===== config.mk =====
export PLATFORM = sky130hd
export DESIGN_NAME = bhmt_ram
export DESIGN_NICKNAME = d
export VERILOG_FILES = /design/src/design/assert_macros.svh /design/src/design/bhmt_ram.sv
export SDC_FILE = /design/constraint.sdc
export NUM_CORES = 1
export LEC_CHECK = 0
export CORE_AREA = 2 2 105 107
export DETAILED_ROUTE_END_ITERATION = 16
export DIE_AREA = 0 0 107 109
export DONT_BUFFER_PORTS = 1
export GPL_TIMING_DRIVEN = 0
export MAX_ROUTING_LAYER = met4
export PLACE_DENSITY = 0.66
export RECOVER_POWER = 25
export SYNTH_ARGS = -nofsm -noshare
export SYNTH_HDL_FRONTEND = slang
export SYNTH_SLANG_ARGS = --single-unit

===== constraint.sdc =====
create_clock -name clk -period 1.5 [get_ports clk]
set_clock_uncertainty 0.1 [all_clocks]
set_input_delay 0.075 -clock clk [delete_from_list [all_inputs] [get_ports clk]]
set_output_delay 0.075 -clock clk [all_outputs]
set_load 0.005 [all_outputs]

===== src/design/assert_macros.svh =====
// ----------------------------------------------------------------------------
// Assertion macros
// Shared concurrent assertion wrappers; empty bodies for synthesis.
// ----------------------------------------------------------------------------
`ifndef ASSERT_MACROS_SVH
`define ASSERT_MACROS_SVH

`ifndef SYNTHESIS

// Check prop on every rising clock edge outside reset.
`define BHMT_ASSERT(label, clk, rst_n, prop) \
  label: assert property (@(posedge clk) disable iff (!rst_n) (prop)) \
    else $error("bhmt assertion failed");

// Check that cond never holds outside reset.
`define BHMT_ASSERT_NEVER(label, clk, rst_n, cond) \
  label: assert property (@(posedge clk) disable iff (!rst_n) !(cond)) \
    else $error("bhmt forbidden condition seen");

`else

`define BHMT_ASSERT(label, clk, rst_n, prop)
`define BHMT_ASSERT_NEVER(label, clk, rst_n, cond)

`endif

`endif


===== src/design/bhmt_ram.sv =====
// ----------------------------------------------------------------------------
// bhmt_ram
// Generic single-write, single-read RAM with registered read data.
// ----------------------------------------------------------------------------
`default_nettype none

module bhmt_ram #(
  parameter int WIDTH = 8,
  parameter int DEPTH = 16,
  parameter int ADDR_W = (DEPTH > 1) ? $clog2(DEPTH) : 1
) (
  input  wire logic              clk,
  input  wire logic              we,
  input  wire logic [ADDR_W-1:0] waddr,
  input  wire logic [WIDTH-1:0]  wdata,
  input  wire logic [ADDR_W-1:0] raddr,
  output logic      [WIDTH-1:0]  rdata
);

  logic [WIDTH-1:0] mem [DEPTH];

  always_ff @(posedge clk) begin
    if (we) begin
      mem[waddr] <= wdata;
    end
    rdata <= mem[raddr];
  end

endmodule

`default_nettype wire


==> results of run 1 <==
## timing repair
action | CTS | global route
hold buffers | 16 | 1
gates resized for setup | 2 | 3
endpoints found under the hold margin | 206 | 33
endpoints found under the setup margin | 2 | 3
## report_power, final
group	leakage (nW)	internal [mW]	total (mW)	switching, mW
clock network	0.311	2.78	4.21	1.43
logic	0.487	0.171	0.385	0.214
registers	1.22	4.25	4.28	0.0243
total	2.02	7.21	8.87	1.66
## stage by stage
stage / cells / TNS [ns] / utilization [%] / area [µm²] / worst slack (ns)
after floorplan: 229 / 0 / - / 5150 / 0.0589
after global placement: 369 / -13.95 / 50.2 / 5330 / -0.355
after detailed placement: 369 / -14.26 / 50.2 / 5330 / -0.339
after CTS: 417 / 0 / 57.7 / 6110 / 0.0365
after global routing: 418 / -0.0143 / 57.9 / 6140 / -0.0143
final: 418 / 0 / 57.9 / 6140 / 0.0335
## state kept, by name (all words and copies together), names as in the netlist
signal  flops
mem       128
rdata       8
## worst max-delay path: cells and delay by family (launching register included)
kind | cells | cell delay (ns)
AOI/OAI and AO/OA | 1 | 0.24
DFF | 1 | 0.36
muxes | 1 | 0.53
and+or+nand+nor | 1 | 0.11
## cell families after synthesis
family / count (synthesis)
simple gates: 35
mux: 32
flops: 136
compound gates: 16
buf+inv: 10
## routing by layer
layer	wire length [µm]	vias to the layer above	track usage, %
li1	-	1044	-
met2	4800	72	28.3
met4	130	0	7.42
met5	0	-	-
met3	525	13	5.92
met1	4160	1218	24.7
## how the worst max path moves through the flow
stage	from	to	depth (start not counted)
detailed placement	waddr[2]	mem[8][1]$_DFFE_PP_	2
global placement	waddr[2]	mem[8][1]$_DFFE_PP_	2
finish	mem[9][5]$_DFFE_PP_	rdata[5]$_DFF_P_	3
CTS	mem[6][2]$_DFFE_PP_	rdata[2]$_DFF_P_	3
global route	mem[9][5]$_DFFE_PP_	rdata[5]$_DFF_P_	3
floorplan	waddr[2]	mem[3][0]$_DFFE_PP_	2
## cells in the final DEF, fill, tap and decap left out, types with 5 or more instances in the layout
master | synthesis | routed
edfxtp_1 | 128 | 128
nand2_1 | 9 | 9
clkinv_2 | 0 | 5
mux4_2 | 18 | 18
a22oi_1 | 16 | 11
dfxtp_1 | 8 | 8
a22oi_2 | 0 | 5
clkbuf_16 | 0 | 16
nor2_1 | 13 | 13
clkbuf_8 | 0 | 7
mux4_1 | 14 | 14
dlygate4sd3_1 | 0 | 17
## cell type report
class                   count  area [µm²]  share of cell area, %
plain buffers              10        86.3                   1.41
clock buffers              24         500                   8.15
clock inverters             8         115                   1.88
multi-input cells          83        1090                   17.7
flip-flops and latches    136        4000                   65.2
well taps                 140         175                   2.85
repair buffers             17         170                   2.77
==> metrics.md, run 1 <==
| Metric | Value |
|---|---|
| Final Setup Violations | 0 |
| Synth Area in Simple Gates | between 3 and 4% |
| HP Start | waddr[0] |
| Worst R2R End | rdata[5]$_DFF_P_ |
| Routed length per instance | about 23 µm |
| DRT iter0 DRCs | ~150 |
| Congestion Overflow GR | 0 |
| Largest family of logic cells by synthesized area | multiplexers |
| CTS Buffer Depth | 2 |
| Post-synth top area share | around three quarters |
| CTS Root Cell | clkbuf_8 |
| Routed WL | between 9 and 10 mm |
| DRT antenna net count | 0 |
| Synth Area in Compound Gates | around 2.3% |
| P per Cell Area | around 1400 mW/mm² |
| Ports | 26 |
| GPL Wtd Cong | between 0.7 and 0.8 |
| Sequential share of the synthesized area | a little under 80% |
| Core area | about 0.011 mm² |
| Total CTS buffers | 17 |
| DR pass1 iterations | 5 |
| Mux cell area share after synthesis | roughly 15% |
| CP Max Fanout | 1 |
| Worst min-delay path class | input pin to flop |
| Primary FF master, synth | edfxtp_1 |
| Flop2flop setup slack | 0.03 ns |
| Initial antenna violation count | 0 |
| Port buffer count | 0 |
| Fin crit period | around 1.5 ns |
| Share of cells above drive strength 1 | 23.7% |
| Slew headroom | about 15% |
| Worst vdd ir | approximately 520 µV |
| Post-synthesis cell area | 0.00515 mm² |
| Critical path's largest stage delay | around 0.53 ns |
| Hold Fails Final Rpt | 43 |
| Via Count | 2,347 |
| CP Capture Type | flop |
| Post-synth top cells | edfxtp_1 (128), mux4_2 (18), a22oi_1 (16), mux4_1 (14), nor2_1 (13) |
| FILL cells | ~770 |
| Fmax | 0.682 GHz |
| Total of max-cap violations | 0 |
| Worst-path cell chain | mux4_1, a22oi_2, nand2_1 |
| Largest net degree at the start of global routing | 17 |
| LEAKAGE | just over 2 nW |
| Row count | 38 |
| Layout net count | between 200 and 300 |
| Post-synthesis cell type count | 19 |
| CP Data Required Time | ~1.8 ns |
| Synthesis-stage register bit count | approximately 140 |
| First-pass GRT wire length | between 10 and 15 mm |
| Syn nets | 247 |
| Number of global-route vias before repair | 2,400 |
| Hold Worst Slack | -0.262 ns |
| Total GRT Usage | 18.9% |
| Failing checks | negative hold slack |
| Final Total Pwr | slightly below 9 mW |
| CTS tree | done |
| Largest cells by area after synthesis | edfxtp_1 (75%), mux4_2 (7.9%), mux4_1 (7.1%) |
| Critical Path Source Type | flop |
| Status | finished with violations |
| Worst hold endpoint | mem[0][5]$_DFFE_PP_ |
| Chip width | roughly 110 µm |
| Count of pins over their slew limit | 0 |
| Fin crit share | about 98% |
| Count leader, synth | edfxtp_1 |
| Adder-cell share of the synthesized area | 0% |
| DPL Wire Length | about 5.7 mm |
| Post-synth EDFFs | around 130 |
| Async set-reset flop share out of synthesis | 0% |
| Clock sink count | approximately 140 |
| Clk slew on worst S/H paths | roughly 0.06 ns |
| Worst r2r path cells | 3 |
| Post-CTS setup buffers | 0 |
| YS warnings | 0 |
| Area growth syn-to-layout | 19.3% |
| Die area | between 0.01 and 0.015 mm² |
| Xor/xnor share of the synthesized area | 0% |
| Worst EP arrival | around 1.8 ns |
| Mapped Cells | roughly 230 |
| Crit Path Category | flop to flop |
| Initial core utilization | about half |
| # diodes | 0 |
| Yosys top cell by area | edfxtp_1 |
| Clock Latency Late Sink | around 0.52 ns |
| Worst Hold Depth | 1 |
| Vias per cell | around 5.6 |
| Slew @ Worst Pin | 1.26 ns |
| Reg2reg start | mem[9][5]$_DFFE_PP_ |
| # DRC | 0 |
| Crit-path slowest cell | mux4_1 |
| Mean Syn Cell Area | between 20 and 25 µm² |
| H-tree depth | 4 |
| DIE HEIGHT | 109 µm |
No activity file was read; power rests on OpenSTA's default activity.
==> run 2: changes to the inputs <==
--- a/config.mk
+++ b/config.mk
@@ -11,7 +11,7 @@
 export DONT_BUFFER_PORTS = 1
 export GPL_TIMING_DRIVEN = 0
 export MAX_ROUTING_LAYER = met4
-export PLACE_DENSITY = 0.66
+export PLACE_DENSITY = 0.73
 export RECOVER_POWER = 25
 export SYNTH_ARGS = -nofsm -noshare
 export SYNTH_HDL_FRONTEND = slang
==> run 2 against run 1 <==
Compared with the run above: the run still ends with negative hold slack left; clock-buffer cell count fell by 3; register-to-register slack about the same; wire length increased by 3.5%; total power rose by 1.7%; sequential share of layout area rose by 0.23 points; core utilization shrank 0.20 points; critical path depth is the same; non-clock buffer count down 2; critical path type unchanged; final area is 0.35% lower; largest power group is now clock.
==> metrics.md, run 2 (synthesized netlist as in run 1, its figures left out) <==
| Metric | Value |
|---|---|
| Vias per cell | 5.74 |
| Largest registers | mem (128), rdata (8) |
| Share of cells above drive strength 1 | roughly 22% |
| CTS tree | done |
| Fin crit share | approximately 98% |
| Final Setup Violations | 0 |
| Dpl cells | about 370 |
| Hold Fails Final Rpt | 32 |
| Initial antenna violation count | 0 |
| FILL cells | ~740 |
| Total GRT Usage | about a fifth |
| Worst r2r path cells | 3 |
| LEAKAGE | about 2.0 nW |
| DR pass1 iterations | 5 |
| Clock Power Share | about half |
| Slew @ Worst Pin | ~1.3 ns |
| Top reg by flops | mem |
| Routed WL | between 9 and 10 mm |
| GPL Wtd Cong | 0.806 |
| Max FFs per register | between 100 and 150 |
| Net Switching | between 1.5 and 2 mW |
| Initial core utilization | 48.5% |
| Via Count | between 2,000 and 2,500 |
| CP Max Fanout | 1 |
| DRT antenna net count | 0 |
| Total of max-cap violations | 0 |
| Ports | 26 |
| Row count | 38 |
| H-tree depth | 4 |
| Slew headroom | a little under an eighth |
| # diodes | 0 |
| Worst vdd ir | approximately 730 µV |
| Seq pwr share | approximately 47% |
| Die area | between 0.01 and 0.015 mm² |
| Hold Worst Slack | -0.261 ns |
| Hold-fix buffers, CTS | 15 |
| Clock Latency Late Sink | between 0.5 and 0.6 ns |
| Internal | between 7 and 8 mW |
| Layout net count | around 280 |
| Status | finished with violations |
| Largest net degree at the start of global routing | 17 |
| Total CTS buffers | 17 |
| Area growth syn-to-layout | 18.8% |
| CP Data Required Time | 1.79 ns |
| Critical Path Source Type | flop |
| Clk slew on worst S/H paths | 0.06 ns |
| Core area | 0.0106 mm² |
| CP Capture Type | flop |
| Non-filler cells in the finished layout | approximately 420 |
| Worst Hold Depth | 1 |
| Congestion Overflow GR | 0 |
| Worst setup margin | 0.0252 ns |
| First-pass GRT wire length | roughly 15 mm |
| Count of pins over their slew limit | 0 |
| Multi-input logic area | 0.00107 mm² |
| CTS Root Cell | clkbuf_8 |
| Comb power frac | under 10% |
| # DRC | 0 |
| Worst EP arrival | about 1.8 ns |
| DRT iter0 DRCs | 249 |
| Post-CTS setup buffers | 0 |
| Fin crit period | ~1.5 ns |
| DPL Wire Length | slightly below 6 mm |
| Commonest non-fill, non-tap cell in the layout | edfxtp_1 |
| Fmax | 0.678 GHz |
| Unrepaired setup endpoints after global routing | no |
| Sw frac | between 10% and 20% |
| Reg area | 0.00400 mm² |
| CTS Buffer Depth | 2 |
| P per Cell Area | 1470 mW/mm² |
| Worst min-delay path class | input pin to flop |
| Chip width | 107 µm |
| Worst slack, placed | -0.374 ns |
| Failing checks | negative hold slack |
| Number of global-route vias before repair | ~2,400 |
| Routed length per instance | approximately 24 µm |
| Crit Path Category | flop to flop |
| Clock sink count | 136 |
| Port buffer count | 0 |
| DIE HEIGHT | between 100 and 150 µm |
| Most frequent cells in the layout | edfxtp_1 (128), mux4_2 (18), clkbuf_16 (16), dlygate4sd3_1 (15) |
[run 2: cell count changes in the layout (fill, tap and decap cells not counted)]
cell,delta
clkbuf_8,-3
bufinv_16,+1
clkinvlp_4,+2
clkinv_4,+2
clkinv_2,-4
clkinv_1,+1
a22oi_1,+3
dlygate4sd3_1,-2
inv_6,+1
a22oi_2,-3
[run 2: final timing paths]
path	slack, ns	from	end
hold reg to reg	0.58	mem[11][2]$_DFFE_PP_	rdata[2]$_DFF_P_
setup reg to reg	0.03	mem[6][0]$_DFFE_PP_	rdata[0]$_DFF_P_
hold / removal	-0.26	waddr[1]	mem[0][2]$_DFFE_PP_
setup / recovery	0.03	mem[6][0]$_DFFE_PP_	rdata[0]$_DFF_P_
[run 2: power groups by stage]
stage               registers, mW  logic (mW)  clock network (mW)
floorplan                    4.35       0.216                   0
global placement             4.35       0.286                   0
detailed placement           4.36       0.289                   0
CTS                          4.28       0.376                4.40
global route                 4.29       0.401                4.56
finish                       4.28       0.377                4.37
[run 2: metrics by stage]
stage	power (mW)	hold WS, ns	instance area (µm²)	utilization (%)	TNS [ns]
2_1_floorplan	4.56	0.0739	5150	-	0
3_3_place_gp	4.64	0.0746	5330	50.2	-13.41
3_5_place_dp	4.65	0.0745	5330	50.2	-15.08
4_1_cts	9.06	-0.281	6110	57.6	0
5_1_grt	9.25	-0.271	6120	57.7	0
6_report	9.02	-0.261	6120	57.7	0
[run 2: final cells by class]
type	instances	share of cell area (%)
timing repair buffer	15	2.45
buffer	10	1.41
sequential	136	65.5
tap	140	2.86
multi-input combinational	83	17.5
clock buffer	21	7.51
clock inverter	11	2.78
[run 2: per-layer routing]
layer,vias up,global-route usage [%],wire [µm]
met1,1235,25.9,4200
met2,95,29.1,4960
met3,16,4.42,584
li1,1043,-,-
met4,0,7.14,207
met5,-,-,0
[run 2: timing repair]
action,in CTS,in global routing
hold endpoints to repair,208,32
gates resized for setup,1,1
endpoints found under the setup margin,1,1
pin swaps,0,0
[run 2: critical path, cell delays in order (launching register included)]
cell and delay, ns:
edfxtp_1 0.36, mux4_1 0.56, a22oi_2 0.25, nand2_1 0.09
==> run 3: changes to the inputs <==
--- a/config.mk
+++ b/config.mk
@@ -5,14 +5,15 @@
 export SDC_FILE = /design/constraint.sdc
 export NUM_CORES = 1
 export LEC_CHECK = 0
-export CORE_AREA = 2 2 105 107
+export CORE_AREA = 2 2 100 112
 export DETAILED_ROUTE_END_ITERATION = 16
-export DIE_AREA = 0 0 107 109
+export DIE_AREA = 0 0 102 114
 export DONT_BUFFER_PORTS = 1
 export GPL_TIMING_DRIVEN = 0
 export MAX_ROUTING_LAYER = met4
 export PLACE_DENSITY = 0.73
 export RECOVER_POWER = 25
+export REMOVE_ABC_BUFFERS = 1
 export SYNTH_ARGS = -nofsm -noshare
 export SYNTH_HDL_FRONTEND = slang
 export SYNTH_SLANG_ARGS = --single-unit
==> run 3 against run 2 <==
Compared with the run above: the flow still finishes with violations (negative hold slack); final cell count down 2.4%; clock power down 9.2%; critical path depth unchanged; total power down 5.3%; register-to-register slack about the same; sequential power about the same; largest cell class unchanged.
==> metrics.md, run 3 (synthesized netlist as in run 1, its figures left out) <==
| Metric | Value |
|---|---|
| Vias per cell | 5.56 |
| Routed WL | between 9 and 10 mm |
| DRT antenna net count | 0 |
| P per Cell Area | 1440 mW/mm² |
| CP Data Required Time | between 1.5 and 2 ns |
| Core area | 0.0106 mm² |
| Seq pwr share | between 50% and 60% |
| Dpl cells | approximately 370 |
| Fmax | 0.684 GHz |
| Final Cell Area | just under 0.006 mm² |
| Net Switching | 1.70 mW |
| CTS Buffer Depth | 2 |
| # DRC | 0 |
| Hold Worst Slack | -0.147 ns |
| Commonest non-fill, non-tap cell in the layout | edfxtp_1 |
| Worst EP arrival | between 1.5 and 2 ns |
| CTS tree | done |
| Met3 WL | approximately 530 µm |
| Clock Latency Late Sink | just over 0.4 ns |
| Worst-path cell chain | mux4_1, a22oi_2, nand2_1 |
| Slew @ Worst Pin | between 1 and 1.5 ns |
| Comb power frac | between 3 and 4% |
| Largest net degree at the start of global routing | 33 |
| DRT iter0 DRCs | 230 |
| Worst vdd ir | ~840 µV |
| Worst min-delay path class | input pin to flop |
| Final Setup Violations | 0 |
| Share of cells above drive strength 1 | 23.2% |
| Initial core utilization | approximately half |
| Number of global-route vias before repair | 2,377 |
| Slew headroom | approximately 17% |
| # diodes | 0 |
| Setup TNS | 0 ns |
| Flop2flop setup slack | about 0.037 ns |
| Final Total Pwr | approximately 8.5 mW |
| Most frequent cells in the layout | edfxtp_1 (128), mux4_2 (19), clkbuf_16 (17), nor2_1 (13), mux4_1 (13) |
| Critical path's largest stage delay | about 0.55 ns |
| Count of pins over their slew limit | 0 |
| DP Area | between 0.005 and 0.006 mm² |
| Max FFs per register | roughly 130 |
| GPL Wtd Cong | around 0.74 |
| Total GRT Usage | ~18% |
| CP Capture Type | flop |
| Ports | 26 |
| Largest registers | mem (128), rdata (8) |
| Clock Power Share | between 40% and 50% |
| First-pass GRT wire length | between 10 and 15 mm |
| Total of max-cap violations | 0 |
| Crit-path slowest cell | mux4_1 |
| Met2 WL post-DR | 4.52 mm |
| CP Max Fanout | 1 |
| LEAKAGE | around 1.9 nW |
| Clock sink count | between 100 and 150 |
| Post-CTS setup buffers | 0 |
| DIE HEIGHT | roughly 110 µm |
| Status | finished with violations |
| Fin crit period | approximately 1.5 ns |
| Critical Path Source Type | flop |
| Initial antenna violation count | 0 |
| Top reg by flops | mem |
| Clk slew on worst S/H paths | about 0.06 ns |
| Sw frac | about a fifth |
| Layout net count | about 260 |
| H-tree depth | 4 |
| M1 WL | about 3.8 mm |
| Worst slack, placed | -0.698 ns |
| Top sig layer | met4 |
| Port buffer count | 0 |
| Crit Path Category | flop to flop |
| Die area | around 0.012 mm² |
| Worst setup margin | roughly 0.037 ns |
| Internal | just under 7 mW |
| Fin crit share | between 90 and 100% |
| DPL Wire Length | around 5.3 mm |
| Total CTS buffers | 17 |
| Chip width | 102 µm |
| Failing checks | negative hold slack |
| Congestion Overflow GR | 0 |
| Area growth syn-to-layout | 15.5% |
| Row count | 40 |
| DR pass1 iterations | 4 |
| CTS Root Cell | clkbuf_16 |
| Via Count | ~2,300 |
| Non-filler cells in the finished layout | between 400 and 500 |
| Hold Fails Final Rpt | 40 |
| Routed length per instance | about 22 µm |
| Hold-fix buffers, CTS | 8 |
run 3: changes by cell type in the layout (fill, tap and decap cells not counted), moves of 2 or more:
cell | before | now
clkdlybuf4s25_2 | 3 | 0
buf_2 | 3 | 0
a22oi_2 | 2 | 6
clkbuf_8 | 4 | 0
clkinvlp_4 | 2 | 5
nor3_1 | 3 | 1
bufinv_16 | 4 | 2
dlygate4sd3_1 | 15 | 8
a22oi_1 | 14 | 10
nor3_2 | 1 | 3
buf_6 | 3 | 0
run 3: final cells by class:
cell class | count | area, µm²
Fill cell | 822 | 4660
Sequential cell | 136 | 4000
Multi-Input combinational cell | 83 | 1100
Clock buffer | 18 | 429
Tap cell | 147 | 184
Clock inverter | 14 | 151
Timing Repair Buffer | 8 | 80.1
run 3: final timing paths:
kind	startpoint	to	cells past startpoint
setup reg to reg	mem[9][1]$_DFFE_PP_	rdata[1]$_DFF_P_	3
hold reg to reg	mem[14][3]$_DFFE_PP_	rdata[3]$_DFF_P_	3
setup / recovery	mem[9][1]$_DFFE_PP_	rdata[1]$_DFF_P_	3
hold / removal	waddr[0]	mem[4][1]$_DFFE_PP_	1
run 3: what timing repair did:
item,in CTS,in global routing
endpoints found under the hold margin,168,40
gates resized for setup,3,5
pin swaps,0,1
setup endpoints to repair,10,5
run 3: per-stage QoR:
stage               utilization (%)  hold slack, ns
finish                         56.0          -0.147
global route                   56.0          -0.157
CTS                            55.8          -0.159
detailed placement             49.4          0.0748
global placement               49.4          0.0749
floorplan                         -          0.0739
run 3: power groups by stage:
stage,sequential (mW),clock [mW],combinational [mW]
detailed placement,4.36,0,0.222
finish,4.28,3.97,0.297
global placement,4.35,0,0.218
global route,4.29,4.21,0.322
CTS,4.28,4.02,0.292
floorplan,4.35,0,0.170
run 3: layer usage:
layer,vias to the layer above,GRT usage [%]
li1,1006,-
met1,1155,22.6
met2,84,27.7
met3,14,6.62
met4,0,6.84
met5,-,-
run 3: worst max-delay path, delay by kind of cell, from the launching register on:
family,cells,cell delay [ns]
AND/OR/NAND/NOR,1,0.11
multiplexers,1,0.55
AO/OA/AOI/OAI,1,0.21
flip-flops,1,0.36
